==> config.mk <==
export PLATFORM = sky130hd
export DESIGN_NAME = golden_ring_poly_multiplier_core
export DESIGN_NICKNAME = d
export VERILOG_FILES = /design/src/rtl/core/grpm_pkg.sv /design/src/rtl/core/grpm_store.sv /design/src/rtl/core/grpm_lane.sv /design/src/rtl/core/grpm_seq.sv /design/src/rtl/core/golden_ring_poly_multiplier_core.sv
export SDC_FILE = /design/constraint.sdc
export NUM_CORES = 2
export LEC_CHECK = 0
export BUFFER_PORTS_ARGS = -buffer_cell sky130_fd_sc_hd__buf_2
export CELL_PAD_IN_SITES_DETAIL_PLACEMENT = 0
export CELL_PAD_IN_SITES_GLOBAL_PLACEMENT = 2
export CORE_ASPECT_RATIO = 1.75
export CORE_MARGIN = 2
export CORE_UTILIZATION = 40
export DETAILED_ROUTE_END_ITERATION = 7
export GPL_TIMING_DRIVEN = 0
export PLACE_DENSITY = 0.86
export SLEW_MARGIN = 25
export SYNTH_ARGS = -nofsm -noshare
export SYNTH_HDL_FRONTEND = slang
export SYNTH_SLANG_ARGS = --single-unit
==> constraint.sdc <==
create_clock -name clk -period 6.8 [get_ports clk]
set_clock_uncertainty 0.1 [all_clocks]
set_input_delay 0.68 -clock clk [delete_from_list [all_inputs] [get_ports clk]]
set_output_delay 0.68 -clock clk [all_outputs]
set_load 0.01 [all_outputs]
==> src/rtl/core/grpm_pkg.sv <==
package grpm_pkg;

    localparam int COEF_W        = 12;
    localparam int PROD_W        = 2 * COEF_W;
    localparam int DEGREE_DEF    = 4;
    localparam int BARRETT_SHIFT = 24;

    localparam logic [COEF_W-1:0] MODULUS   = 12'd3329;
    localparam logic [12:0]       BARRETT_M = 13'd5039;

    typedef logic [COEF_W-1:0] coef_t;

    typedef struct packed {
        coef_t a_real;
        coef_t a_phi;
        coef_t b_real;
        coef_t b_phi;
    } coef_tuple_t;

    typedef struct packed {
        logic valid;
        logic neg;
    } mac_ctl_t;

    typedef struct packed {
        logic wr_en;
        logic acc_clear;
        logic emit;
        logic last;
    } seq_ctl_t;

    typedef enum logic [1:0] {
        S_LOAD,
        S_CALC,
        S_DRAIN
    } state_t;

    function automatic coef_t mod_add(coef_t x, coef_t y);
        logic [COEF_W:0] s;
        s = {1'b0, x} + {1'b0, y};
        if (s >= {1'b0, MODULUS})
        begin
            return COEF_W'(s - {1'b0, MODULUS});
        end
        return s[COEF_W-1:0];
    endfunction

    function automatic coef_t mod_sub(coef_t x, coef_t y);
        logic [COEF_W:0] s;
        s = {1'b0, x} + {1'b0, MODULUS} - {1'b0, y};
        if (x >= y)
        begin
            return x - y;
        end
        return s[COEF_W-1:0];
    endfunction

endpackage

==> src/rtl/core/grpm_store.sv <==
module grpm_store #(
    parameter int DEGREE = grpm_pkg::DEGREE_DEF,
    localparam int IDX_W = $clog2(DEGREE)
) (
    input  logic                   clk,
    input  logic                   rst_n,
    input  logic                   wr_en,
    input  logic [IDX_W-1:0]       wr_addr,
    input  grpm_pkg::coef_tuple_t  wr_data,
    input  grpm_pkg::mac_ctl_t     rd_ctl,
    input  logic [IDX_W-1:0]       rd_x_addr,
    input  logic [IDX_W-1:0]       rd_y_addr,
    output grpm_pkg::mac_ctl_t     q_ctl,
    output grpm_pkg::coef_tuple_t  q_data
);
    import grpm_pkg::*;

    function automatic coef_t reduce(coef_t v);
        return (v >= MODULUS) ? coef_t'(v - MODULUS) : v;
    endfunction

    logic [2*COEF_W-1:0] mem_x [DEGREE];
    logic [2*COEF_W-1:0] mem_y [DEGREE];
    logic [2*COEF_W-1:0] x_q_reg;
    logic [2*COEF_W-1:0] y_q_reg;
    mac_ctl_t            q_ctl_reg;

    always_ff @(posedge clk)
    begin
        if (wr_en)
        begin
            mem_x[wr_addr] <= {reduce(wr_data.a_real), reduce(wr_data.a_phi)};
            mem_y[wr_addr] <= {reduce(wr_data.b_real), reduce(wr_data.b_phi)};
        end
    end

    always_ff @(posedge clk)
    begin
        if (rd_ctl.valid)
        begin
            x_q_reg <= mem_x[rd_x_addr];
            y_q_reg <= mem_y[rd_y_addr];
        end
    end

    always_ff @(posedge clk or negedge rst_n)
    begin
        if (!rst_n)
        begin
            q_ctl_reg <= '0;
        end
        else
        begin
            q_ctl_reg <= rd_ctl;
        end
    end

    assign q_ctl         = q_ctl_reg;
    assign q_data.a_real = x_q_reg[2*COEF_W-1:COEF_W];
    assign q_data.a_phi  = x_q_reg[COEF_W-1:0];
    assign q_data.b_real = y_q_reg[2*COEF_W-1:COEF_W];
    assign q_data.b_phi  = y_q_reg[COEF_W-1:0];

endmodule

==> src/rtl/core/grpm_lane.sv <==
module grpm_lane (
    input  logic               clk,
    input  logic               rst_n,
    input  logic               clear,
    input  grpm_pkg::mac_ctl_t in_ctl,
    input  grpm_pkg::coef_t    x,
    input  grpm_pkg::coef_t    y,
    output logic               busy,
    output grpm_pkg::coef_t    acc
);
    import grpm_pkg::*;

    localparam int T_W = BARRETT_SHIFT + COEF_W;

    mac_ctl_t          s1_ctl_reg;
    mac_ctl_t          s2_ctl_reg;
    mac_ctl_t          s3_ctl_reg;
    logic [PROD_W-1:0] prod_reg;
    logic [PROD_W-1:0] prod2_reg;
    coef_t             quot_reg;
    coef_t             rem_reg;
    coef_t             rem_next;
    coef_t             acc_reg;
    coef_t             acc_next;
    logic [T_W-1:0]    quot_prod;
    logic [PROD_W-1:0] rem_wide;

    always_comb
    begin
        quot_prod = T_W'(prod_reg) * T_W'(BARRETT_M);
        rem_wide  = prod2_reg - PROD_W'(quot_reg) * PROD_W'(MODULUS);
        if (rem_wide >= PROD_W'(MODULUS))
        begin
            rem_next = COEF_W'(rem_wide - PROD_W'(MODULUS));
        end
        else
        begin
            rem_next = rem_wide[COEF_W-1:0];
        end
        acc_next = acc_reg;
        if (clear)
        begin
            acc_next = '0;
        end
        else if (s3_ctl_reg.valid)
        begin
            acc_next = s3_ctl_reg.neg ? mod_sub(acc_reg, rem_reg) : mod_add(acc_reg, rem_reg);
        end
    end

    always_ff @(posedge clk or negedge rst_n)
    begin
        if (!rst_n)
        begin
            s1_ctl_reg <= '0;
            s2_ctl_reg <= '0;
            s3_ctl_reg <= '0;
        end
        else
        begin
            s1_ctl_reg <= in_ctl;
            s2_ctl_reg <= s1_ctl_reg;
            s3_ctl_reg <= s2_ctl_reg;
        end
    end

    always_ff @(posedge clk)
    begin
        prod_reg  <= PROD_W'(x) * PROD_W'(y);
        prod2_reg <= prod_reg;
        quot_reg  <= quot_prod[BARRETT_SHIFT +: COEF_W];
        rem_reg   <= rem_next;
        acc_reg   <= acc_next;
    end

    assign busy = s1_ctl_reg.valid | s2_ctl_reg.valid | s3_ctl_reg.valid;
    assign acc  = acc_reg;

endmodule

==> src/rtl/core/grpm_seq.sv <==
module grpm_seq #(
    parameter int DEGREE = grpm_pkg::DEGREE_DEF,
    localparam int IDX_W = $clog2(DEGREE)
) (
    input  logic               clk,
    input  logic               rst_n,
    input  logic               in_valid,
    output logic               in_ready,
    input  logic               busy,
    input  logic               slot_free,
    output grpm_pkg::seq_ctl_t ctl,
    output grpm_pkg::mac_ctl_t issue,
    output logic [IDX_W-1:0]   load_addr,
    output logic [IDX_W-1:0]   rd_x_addr,
    output logic [IDX_W-1:0]   rd_y_addr
);
    import grpm_pkg::*;

    localparam logic [IDX_W-1:0] LAST = IDX_W'(DEGREE - 1);

    state_t           state_reg;
    state_t           state_next;
    logic [IDX_W-1:0] load_reg;
    logic [IDX_W-1:0] load_next;
    logic [IDX_W-1:0] k_reg;
    logic [IDX_W-1:0] k_next;
    logic [IDX_W-1:0] i_reg;
    logic [IDX_W-1:0] i_next;
    logic [IDX_W:0]   diff;

    always_ff @(posedge clk or negedge rst_n)
    begin
        if (!rst_n)
        begin
            state_reg <= S_LOAD;
            load_reg  <= '0;
            k_reg     <= '0;
            i_reg     <= '0;
        end
        else
        begin
            state_reg <= state_next;
            load_reg  <= load_next;
            k_reg     <= k_next;
            i_reg     <= i_next;
        end
    end

    always_comb
    begin
        state_next  = state_reg;
        load_next   = load_reg;
        k_next      = k_reg;
        i_next      = i_reg;
        in_ready    = 1'b0;
        ctl         = '0;
        issue.valid = 1'b0;
        issue.neg   = i_reg > k_reg;
        diff        = {1'b0, k_reg} - {1'b0, i_reg};
        if (issue.neg)
        begin
            diff = diff + (IDX_W+1)'(DEGREE);
        end
        unique case (state_reg)
            S_LOAD:
            begin
                in_ready = 1'b1;
                if (in_valid)
                begin
                    ctl.wr_en = 1'b1;
                    if (load_reg == LAST)
                    begin
                        load_next     = '0;
                        k_next        = '0;
                        i_next        = '0;
                        ctl.acc_clear = 1'b1;
                        state_next    = S_CALC;
                    end
                    else
                    begin
                        load_next = load_reg + 1'b1;
                    end
                end
            end
            S_CALC:
            begin
                issue.valid = 1'b1;
                if (i_reg == LAST)
                begin
                    i_next     = '0;
                    state_next = S_DRAIN;
                end
                else
                begin
                    i_next = i_reg + 1'b1;
                end
            end
            S_DRAIN:
            begin
                if (!busy && slot_free)
                begin
                    ctl.emit      = 1'b1;
                    ctl.acc_clear = 1'b1;
                    ctl.last      = k_reg == LAST;
                    if (k_reg == LAST)
                    begin
                        state_next = S_LOAD;
                    end
                    else
                    begin
                        k_next     = k_reg + 1'b1;
                        state_next = S_CALC;
                    end
                end
            end
            default:
            begin
                state_next = S_LOAD;
            end
        endcase
    end

    assign load_addr = load_reg;
    assign rd_x_addr = i_reg;
    assign rd_y_addr = diff[IDX_W-1:0];

endmodule

==> src/rtl/core/golden_ring_poly_multiplier_core.sv <==
// Channel | Handshake             | Payload
// input   | in_valid / in_ready   | a_real, a_phi, b_real, b_phi
// output  | out_valid / out_ready | prod_real, prod_phi, coef_last
//
// Loading writes one coefficient tuple per accepted transfer; the last tuple starts the product.
// Each result coefficient then needs DEGREE reads of the coefficient memories, fed
// through four shared multiply-reduce lanes, then the pipeline drain.
// A full product needs DEGREE loads and yields DEGREE result coefficients.
// Reset clears the sequencer state, its indices and the output valid flag; memory and output data are not cleared.
// A stalled output holds one coefficient and stops the sequencer before the next emit.
module golden_ring_poly_multiplier_core #(
    parameter int DEGREE = grpm_pkg::DEGREE_DEF
) (
    input  logic            clk,
    input  logic            rst_n,
    input  logic            in_valid,
    output logic            in_ready,
    input  grpm_pkg::coef_t a_real,
    input  grpm_pkg::coef_t a_phi,
    input  grpm_pkg::coef_t b_real,
    input  grpm_pkg::coef_t b_phi,
    output logic            out_valid,
    input  logic            out_ready,
    output grpm_pkg::coef_t prod_real,
    output grpm_pkg::coef_t prod_phi,
    output logic            coef_last
);
    import grpm_pkg::*;

    localparam int IDX_W = $clog2(DEGREE);

    seq_ctl_t         ctl;
    mac_ctl_t         issue;
    mac_ctl_t         q_ctl;
    coef_tuple_t      wr_data;
    coef_tuple_t      q_data;
    logic [IDX_W-1:0] load_addr;
    logic [IDX_W-1:0] rd_x_addr;
    logic [IDX_W-1:0] rd_y_addr;
    logic             busy_ac;
    logic             busy_bd;
    logic             busy_ad;
    logic             busy_bc;
    logic             busy;
    logic             slot_free;
    coef_t            acc_ac;
    coef_t            acc_bd;
    coef_t            acc_ad;
    coef_t            acc_bc;
    logic             out_valid_reg;
    coef_t            prod_real_reg;
    coef_t            prod_phi_reg;
    logic             coef_last_reg;

    assign wr_data.a_real = a_real;
    assign wr_data.a_phi  = a_phi;
    assign wr_data.b_real = b_real;
    assign wr_data.b_phi  = b_phi;

    assign busy      = q_ctl.valid | busy_ac | busy_bd | busy_ad | busy_bc;
    assign slot_free = !out_valid_reg || out_ready;

    grpm_seq #(.DEGREE(DEGREE)) u_seq (
        .clk       (clk),
        .rst_n     (rst_n),
        .in_valid  (in_valid),
        .in_ready  (in_ready),
        .busy      (busy),
        .slot_free (slot_free),
        .ctl       (ctl),
        .issue     (issue),
        .load_addr (load_addr),
        .rd_x_addr (rd_x_addr),
        .rd_y_addr (rd_y_addr)
    );

    grpm_store #(.DEGREE(DEGREE)) u_store (
        .clk       (clk),
        .rst_n     (rst_n),
        .wr_en     (ctl.wr_en),
        .wr_addr   (load_addr),
        .wr_data   (wr_data),
        .rd_ctl    (issue),
        .rd_x_addr (rd_x_addr),
        .rd_y_addr (rd_y_addr),
        .q_ctl     (q_ctl),
        .q_data    (q_data)
    );

    grpm_lane u_lane_ac (
        .clk    (clk),
        .rst_n  (rst_n),
        .clear  (ctl.acc_clear),
        .in_ctl (q_ctl),
        .x      (q_data.a_real),
        .y      (q_data.b_real),
        .busy   (busy_ac),
        .acc    (acc_ac)
    );

    grpm_lane u_lane_bd (
        .clk    (clk),
        .rst_n  (rst_n),
        .clear  (ctl.acc_clear),
        .in_ctl (q_ctl),
        .x      (q_data.a_phi),
        .y      (q_data.b_phi),
        .busy   (busy_bd),
        .acc    (acc_bd)
    );

    grpm_lane u_lane_ad (
        .clk    (clk),
        .rst_n  (rst_n),
        .clear  (ctl.acc_clear),
        .in_ctl (q_ctl),
        .x      (q_data.a_real),
        .y      (q_data.b_phi),
        .busy   (busy_ad),
        .acc    (acc_ad)
    );

    grpm_lane u_lane_bc (
        .clk    (clk),
        .rst_n  (rst_n),
        .clear  (ctl.acc_clear),
        .in_ctl (q_ctl),
        .x      (q_data.a_phi),
        .y      (q_data.b_real),
        .busy   (busy_bc),
        .acc    (acc_bc)
    );

    always_ff @(posedge clk or negedge rst_n)
    begin
        if (!rst_n)
        begin
            out_valid_reg <= 1'b0;
        end
        else if (ctl.emit)
        begin
            out_valid_reg <= 1'b1;
        end
        else if (out_ready)
        begin
            out_valid_reg <= 1'b0;
        end
    end

    always_ff @(posedge clk)
    begin
        if (ctl.emit)
        begin
            prod_real_reg <= mod_add(acc_ac, acc_bd);
            prod_phi_reg  <= mod_add(mod_add(acc_ad, acc_bc), acc_bd);
            coef_last_reg <= ctl.last;
        end
    end

    assign out_valid = out_valid_reg;
    assign prod_real = prod_real_reg;
    assign prod_phi  = prod_phi_reg;
    assign coef_last = coef_last_reg;

endmodule

# == Yosys cells after proc, flatten, opt, wreduce, memory -nomap -nowiden ==
# Memory sizes are Yosys's and may differ from the RTL's. A register that Yosys moved wholly into a read port is not among the register bits.
# Cells that the tools add are included.
# totals
regBits,378
mem_bits_rw,192
inputBits,52
out_inout_bits,27
wordCells,234
n_memories,2
# op_classes
addsub,43
mul,12
magnitude_cmp,20
eq_ne,10
mux,92
bitwise_logic,6
reduce_logical,13
# memory_table
memory,words,word_bits,read_ports,rd_ports_with_merged_regs,wr,line_no,source
u_store.mem_x,4,24,1,1,1,grpm_store.sv:22,logic [2*COEF_W-1:0] mem_x [DEGREE];
u_store.mem_y,4,24,1,1,1,grpm_store.sv:23,logic [2*COEF_W-1:0] mem_y [DEGREE];
# ops
cell,count
$mux 12,35
$sub 12x12->12 const B,15
$mul 24x13->36 const B,4
$ge 24x12->1 const B,4
$mul 12x12->24,4
$mul 12x12->24 const B,4
$sub 12x12->12,8
$sub 24x24->24,4
$add 12x12->13,7
$ge 13x12->1 const B,7
$add 12x12->12 const B,4
$ge 12x12->1,4
$ge 12x12->1 const B,4
$mux 1,39
$mux 2,13
$add 2x1->2 const B,4
$eq 2x2->1 const B,4
$pmux 2 s2,2
$ne 2x1->1 const B,3
$or 1x1->1,6
$pmux 2 s3,1
$reduce_bool 2->1,3
$reduce_and 5->1,1
$ne 2x2->1 const B,2
12 further kinds,14

# == Longest topological paths before layout ==
# logic_depth
word_depth,18
ltp_mapped,28
ltp_nobuf,26

# == Hierarchy ==
# From an unflattened synthesis, not the netlist that was laid out.
# hier_totals
cells_unflattened,8523
hier_area_um2,83208.6
# by_module_without_submodules
mod,instances,cells_each,area_each_um2,seq_area_each_um2
grpm_lane (u_lane_bc),1,1911,17543.1,1831.8
grpm_lane (u_lane_ad),1,1892,17380.4,1831.8
grpm_lane (u_lane_ac),1,1900,17336.6,1831.8
grpm_lane (u_lane_bd),1,1806,16863.7,1831.8
grpm_store,1,479,9601.7,7257.0
golden_ring_poly_multiplier_core,1,480,3956.3,775.7
grpm_seq,1,55,526.8,200.2

# == Least setup slack after synthesis ==
# OpenSTA, ideal clock, no wires.
# synth_timing
path_kind,register to register
startpoint,reg u_lane_ad.acc_reg[0] (netlist: u_lane_ad.acc[0])
endpoint,"reg prod_phi_reg[10] (netlist: prod_phi[10]), data pin"
setup_ps,256
arrival_time_ps,5906
required_time_ps,6444
slack_ps,538
stages_incl_launch_ff,28
path_buffers,2
path_cell_list,dfxtp_1 -> ha_1 -> fa_1 -> a21o_1 -> a21oi_1 -> o21bai_1 -> a2111oi_0 -> nor3_1 -> a311o_1 -> xor2_1 -> a221oi_1 -> a31oi_1 -> clkbuf_1 -> nor2_1 -> a21o_1 -> ha_1 -> a21o_1 -> a21oi_1 -> o21bai_1 -> a21oi_1 -> o21ai_0 -> a311oi_1 -> xnor2_1 -> o21bai_1 -> a31o_2 -> clkbuf_1 -> o21ai_0 -> a22o_1
# synth_between
elab_chain_len,11
# synth_rtl
element,line_no,source
start: declaration,grpm_lane.sv:23,coef_t acc_reg;
start signal: assignment,grpm_lane.sv:73,acc_reg <= acc_next;
$add 12x12->13 *,grpm_pkg.sv:40,"s = {1'b0, x} + {1'b0, y};"
$ge 13x12->1,grpm_pkg.sv:41,"if (s >= {1'b0, MODULUS})"
$mux 1,grpm_pkg.sv:41,
$mux 1,golden_ring_poly_multiplier_core.sv:152,if (ctl.emit)
$mux 12 *,grpm_pkg.sv:45,return s[COEF_W-1:0];
$mux 12 *,golden_ring_poly_multiplier_core.sv:152,
$add 12x12->13 *,grpm_pkg.sv:40,
$ge 13x12->1,grpm_pkg.sv:41,
$mux 1,grpm_pkg.sv:41,
$mux 1,golden_ring_poly_multiplier_core.sv:152,
$mux 12 *,grpm_pkg.sv:45,
end signal: assignment,golden_ring_poly_multiplier_core.sv:155,"prod_phi_reg <= mod_add(mod_add(acc_ad, acc_bc), acc_bd);"
end: declaration,golden_ring_poly_multiplier_core.sv:52,coef_t prod_phi_reg;
# Mark *: on every way between the ends. The rest lies on a longest branch, timed or not. The select of a mux whose other input is x is not followed.
# A chain may end at the register's enable or synchronous reset.

# == Worst setup path after layout ==
# layout_timing
startpoint,reg u_store.y_q_reg[8] (read register of u_store.mem_y)
endpoint,reg u_lane_ad.prod_reg[23]
# layout_between
elab_chain_len,1
# layout_rtl
element,line_no,source
start: declaration,grpm_store.sv:25,logic [2*COEF_W-1:0] y_q_reg;
$mul 12x12->24,grpm_lane.sv:69,prod_reg <= PROD_W'(x) * PROD_W'(y);
end signal: assignment,grpm_lane.sv:69,
end: declaration,grpm_lane.sv:18,logic [PROD_W-1:0] prod_reg;
# No other way between the ends.

==> impl_summary.log <==
[metrics] status: completed
[metrics] worst slew pin tran: 1.07 ns
[metrics] TritonCTS clock tree: done
[metrics] wire length of the first global-routing pass: 329 mm
[metrics] Critical Path Fanout Max: 10
[metrics] post-DP HPWL: ~180 mm
[metrics] Largest regs: u_store.mem_x (96), u_store.mem_y (96)
[metrics] Most common cell on crit path: sky130_fd_sc_hd__fa_1
[metrics] overall die height: 595 um
[metrics] GP Congestion: 0.935
[metrics] critical path data arrival time: 7.08 ns
[metrics] capturing element type of the critical path: register
[metrics] path length in cells of the critical path: 20
[metrics] cell type contributing the most total cell area after synthesis: sky130_fd_sc_hd__fa_1
[metrics] number of pins with negative max-slew slack in the final report: 0
[metrics] worst setup path class: register to register
[metrics] total number of H-tree levels: 2
[metrics] worst slew margin relative to its limit: 28.6%
[metrics] kind of launch point of the worst setup path: register
[metrics] worst hold path stage count: 2
[metrics] netlist area before placement: 79900 um^2
[metrics] reported max-cap violation count: 0
[metrics] Placement Setup Slack: -0.433 ns
[metrics] R2R cell count: 20
[metrics] Detailed Route Iter0 Violations: 1956
[metrics] area of the multi-input gates: 57600 um^2
[metrics] CTS Buffer Depth: 3
[metrics] via count of the first global-routing pass: 61.7k
[metrics] residual DRC count: 0
[metrics] syn nets: between 10k and 15k
[metrics] count of nets left with antenna violations after detail routing: 0
[metrics] CTS sink cnt: 618
[metrics] net count of the finished layout: 10.7k
[metrics] core outline area: 199000 um^2
[metrics] Final setup violation count: 0
[metrics] Seq/Total Area, Yosys: about a fifth
[metrics] CP max stage delay: around 0.71 ns
[metrics] buffer type at the clock tree root: sky130_fd_sc_hd__clkbuf_16
[metrics] area share of the largest cell type after synthesis: 26.5%
[metrics] antenna violations before repair: 3
[metrics] total CTS buffers: 61
[metrics] mean routed wirelength per cell: roughly 19 um
[metrics] number of vias per cell after detailed routing: 5.08
[metrics] FILL cells: 19.3k
[metrics] Worst Hold Class: primary input to register
[metrics] top-level I/O count: 79
[metrics] met1 Resource Use GR: between 20% and 30%
[metrics] EDFF count, synth: 265
[metrics] critical-path cell with the highest stage delay: sky130_fd_sc_hd__edfxtp_1
[metrics] number of flip-flops and latches in the synthesized netlist: 618
[metrics] Largest delay share family, worst path: adder cells
[metrics] post-synth cell types: 90
[metrics] P&R area growth vs syn: 7.58%
[metrics] critical-path cell list: clkbuf_1 -> nand2_1 -> fa_1 -> fa_1 -> inv_1 -> fa_1 -> inv_1 -> fa_1 -> inv_1 -> fa_1 -> ha_1 -> nand2_1 -> a2111oi_0 -> o41ai_1 -> a21oi_1 -> o21ai_0 -> a21oi_1 -> a21o_1 -> a21oi_1 -> xnor2_1
[metrics] RSZ-0062 raised after global routing: no
[metrics] placement row count: ~220
[metrics] area used by sequential logic in the layout: 15100 um^2
[metrics] Post-Route WL: 206 mm
[metrics] area after detailed placement: 83700 um^2
[metrics] portion of the clock cycle consumed by the worst path in the final layout: approximately 96%
[metrics] die area: 204000 um^2
[metrics] max frequency: 153 MHz
[metrics] ranking of synthesized cells by area: sky130_fd_sc_hd__fa_1 27%, sky130_fd_sc_hd__ha_1 20%, sky130_fd_sc_hd__edfxtp_1 10%, sky130_fd_sc_hd__dfxtp_1 8.4%, sky130_fd_sc_hd__inv_1 8.3%
[metrics] overall routing resource usage: 20.7%
[metrics] most heavily used metal layer in global routing: met2
[metrics] total global routing overflow: 0
[metrics] Starting Density: 40.2%
[metrics] via count: 55.9k
[metrics] Non-Filler Cell Area, Final: 86000 um^2
[metrics] sum of buffers and inverters on the critical path: 4
[metrics] clock transition at the registers of the reported paths: roughly 0.08 ns
[metrics] global routing met3 resource utilization: 1.59%
[metrics] share of layout cells above drive strength 1: 4.11%
[metrics] Final Hold Viols: 0
[metrics] Post-synth top flop: sky130_fd_sc_hd__dfxtp_1
[metrics] met2 usage in global routing: 41.2%
[metrics] Setup WS post-layout: 0.243 ns
[metrics] min Tclk post-route: approximately 6.6 ns
[metrics] horizontal die dimension: 342 um
[metrics] async set-reset flop share out of synthesis: about 2.8%
[metrics] cell count after synthesis: about 8.2k
[metrics] Yosys warning total: 0
[metrics] number of iterations in the first detailed-routing pass: 5
[metrics] number of port buffers: 78
[metrics] average footprint of a synthesized cell: around 9.8 um^2
[metrics] clock network latency to the later pin of the worst-skew pair: 0.75 ns
[metrics] maximum number of pins on one net before global-route repair: 52
[metrics] required time worst endpoint: 7.33 ns
==> routing by layer <==
metal | share of wire, % | wire length, um | vias to the layer above
met5 | 0 | 0 | -
met4 | 7.0 | 14400 | 0
met3 | 2.4 | 4990 | 536
met2 | 56 | 115000 | 1028
met1 | 35 | 71500 | 27600
li1 | - | - | 26700
==> layout make-up <==
class	count	area share, %
Antenna cell	1	0.00291
Buffer	188	0.877
Clock buffer	64	1.80
Clock inverter	49	0.636
Inverter	1760	7.69
Multi-Input combinational cell	5620	67.0
Sequential cell	618	17.6
Tap cell	2628	3.82
Timing Repair Buffer	85	0.599
==> cells in the mapped netlist (33+ instances only) <==
library cell / n
sky130_fd_sc_hd__a21o_1: 79
sky130_fd_sc_hd__fa_1: 1060
sky130_fd_sc_hd__xor2_1: 136
sky130_fd_sc_hd__xnor2_1: 298
sky130_fd_sc_hd__a21oi_1: 287
sky130_fd_sc_hd__nand3_1: 83
sky130_fd_sc_hd__edfxtp_1: 265
sky130_fd_sc_hd__and3_1: 42
sky130_fd_sc_hd__dfxtp_1: 336
sky130_fd_sc_hd__inv_1: 1757
sky130_fd_sc_hd__ha_1: 1266
sky130_fd_sc_hd__nor3_1: 112
sky130_fd_sc_hd__mux4_2: 48
sky130_fd_sc_hd__o21bai_1: 58
sky130_fd_sc_hd__nor2b_1: 43
sky130_fd_sc_hd__nand2_1: 674
sky130_fd_sc_hd__o21a_1: 45
sky130_fd_sc_hd__and2_1: 237
sky130_fd_sc_hd__a31oi_1: 45
sky130_fd_sc_hd__clkbuf_1: 173
sky130_fd_sc_hd__nor2_1: 285
sky130_fd_sc_hd__o21ai_0: 230
sky130_fd_sc_hd__nand2b_1: 49
sky130_fd_sc_hd__o211ai_1: 33
==> worst paths after layout <==
check	start	end	slack [ns]
worst max-delay path	u_store.y_q_reg[8]$_DFFE_PP_	u_lane_ad.prod_reg[23]$_DFF_P_	0.24
worst min-delay path	a_phi[5]	u_store.mem_x[3][5]$_DFFE_PP_	0.23
worst max register to register	u_store.y_q_reg[8]$_DFFE_PP_	u_lane_ad.prod_reg[23]$_DFF_P_	0.24
worst min register to register	u_store.q_ctl[0]$_DFF_PN0_	u_lane_bc.s1_ctl_reg[0]$_DFF_PN0_	0.24
max in group asynchronous	rst_n	out_valid$_DFFE_PN0P_	5.98
min in group asynchronous	rst_n	u_lane_bc.s1_ctl_reg[0]$_DFF_PN0_	0.33
==> timing repair <==
action,CTS,global route
endpoints found under the hold margin,17,0
hold buffers,1,0
setup buffers,1,0
gates resized for setup,17,45
setup endpoints to repair,16,23
pin swaps,0,3
==> per-stage QoR <==
step	std cells	hold slack, ns	util, %	setup TNS [ns]
global route	11000	0.230	43.2	0
CTS	11000	0.182	43.2	0
global placement	10900	0.232	42.0	-3.02
finish	11000	0.234	43.2	0
floorplan	8186	0.231	-	0
detailed placement	10900	0.237	42.1	-3.08
==> cell usage in the layout, fill, tap and decap left out, types with 48 or more instances in the layout <==
cell                        count
sky130_fd_sc_hd__a21o_1        79
sky130_fd_sc_hd__edfxtp_1     265
sky130_fd_sc_hd__buf_2         86
sky130_fd_sc_hd__inv_1       1756
sky130_fd_sc_hd__nand2b_1      49
sky130_fd_sc_hd__mux4_2        48
sky130_fd_sc_hd__nor3_1       112
sky130_fd_sc_hd__nand2_1      674
sky130_fd_sc_hd__ha_1        1266
sky130_fd_sc_hd__clkbuf_1     155
sky130_fd_sc_hd__fa_1        1060
sky130_fd_sc_hd__clkbuf_16     61
sky130_fd_sc_hd__dfxtp_1      327
sky130_fd_sc_hd__o21ai_0      229
sky130_fd_sc_hd__nand3_1       83
sky130_fd_sc_hd__o21bai_1      58
sky130_fd_sc_hd__xnor2_1      298
sky130_fd_sc_hd__nor2_1       285
sky130_fd_sc_hd__a21oi_1      284
sky130_fd_sc_hd__xor2_1       135
sky130_fd_sc_hd__and2_1       237
==> logic make-up (layout without fill, tap and decap cells) <==
logic type,after synthesis,count (layout),share of synthesized area [%]
DFF,618,618,18.9
AOI/OAI and AO/OA,1077,1077,8.81
and+or+nand+nor,1697,1697,10.2
muxes,86,86,1.84
adders and majority gates,2326,2326,46.4
buffers and inverters,1948,2146,9.17
xor gates and xnor gates,434,434,4.76
other,0,1,0
Power is not shown: default switching activity piles up to over one toggle a cycle in this logic, so the estimate is an artifact.
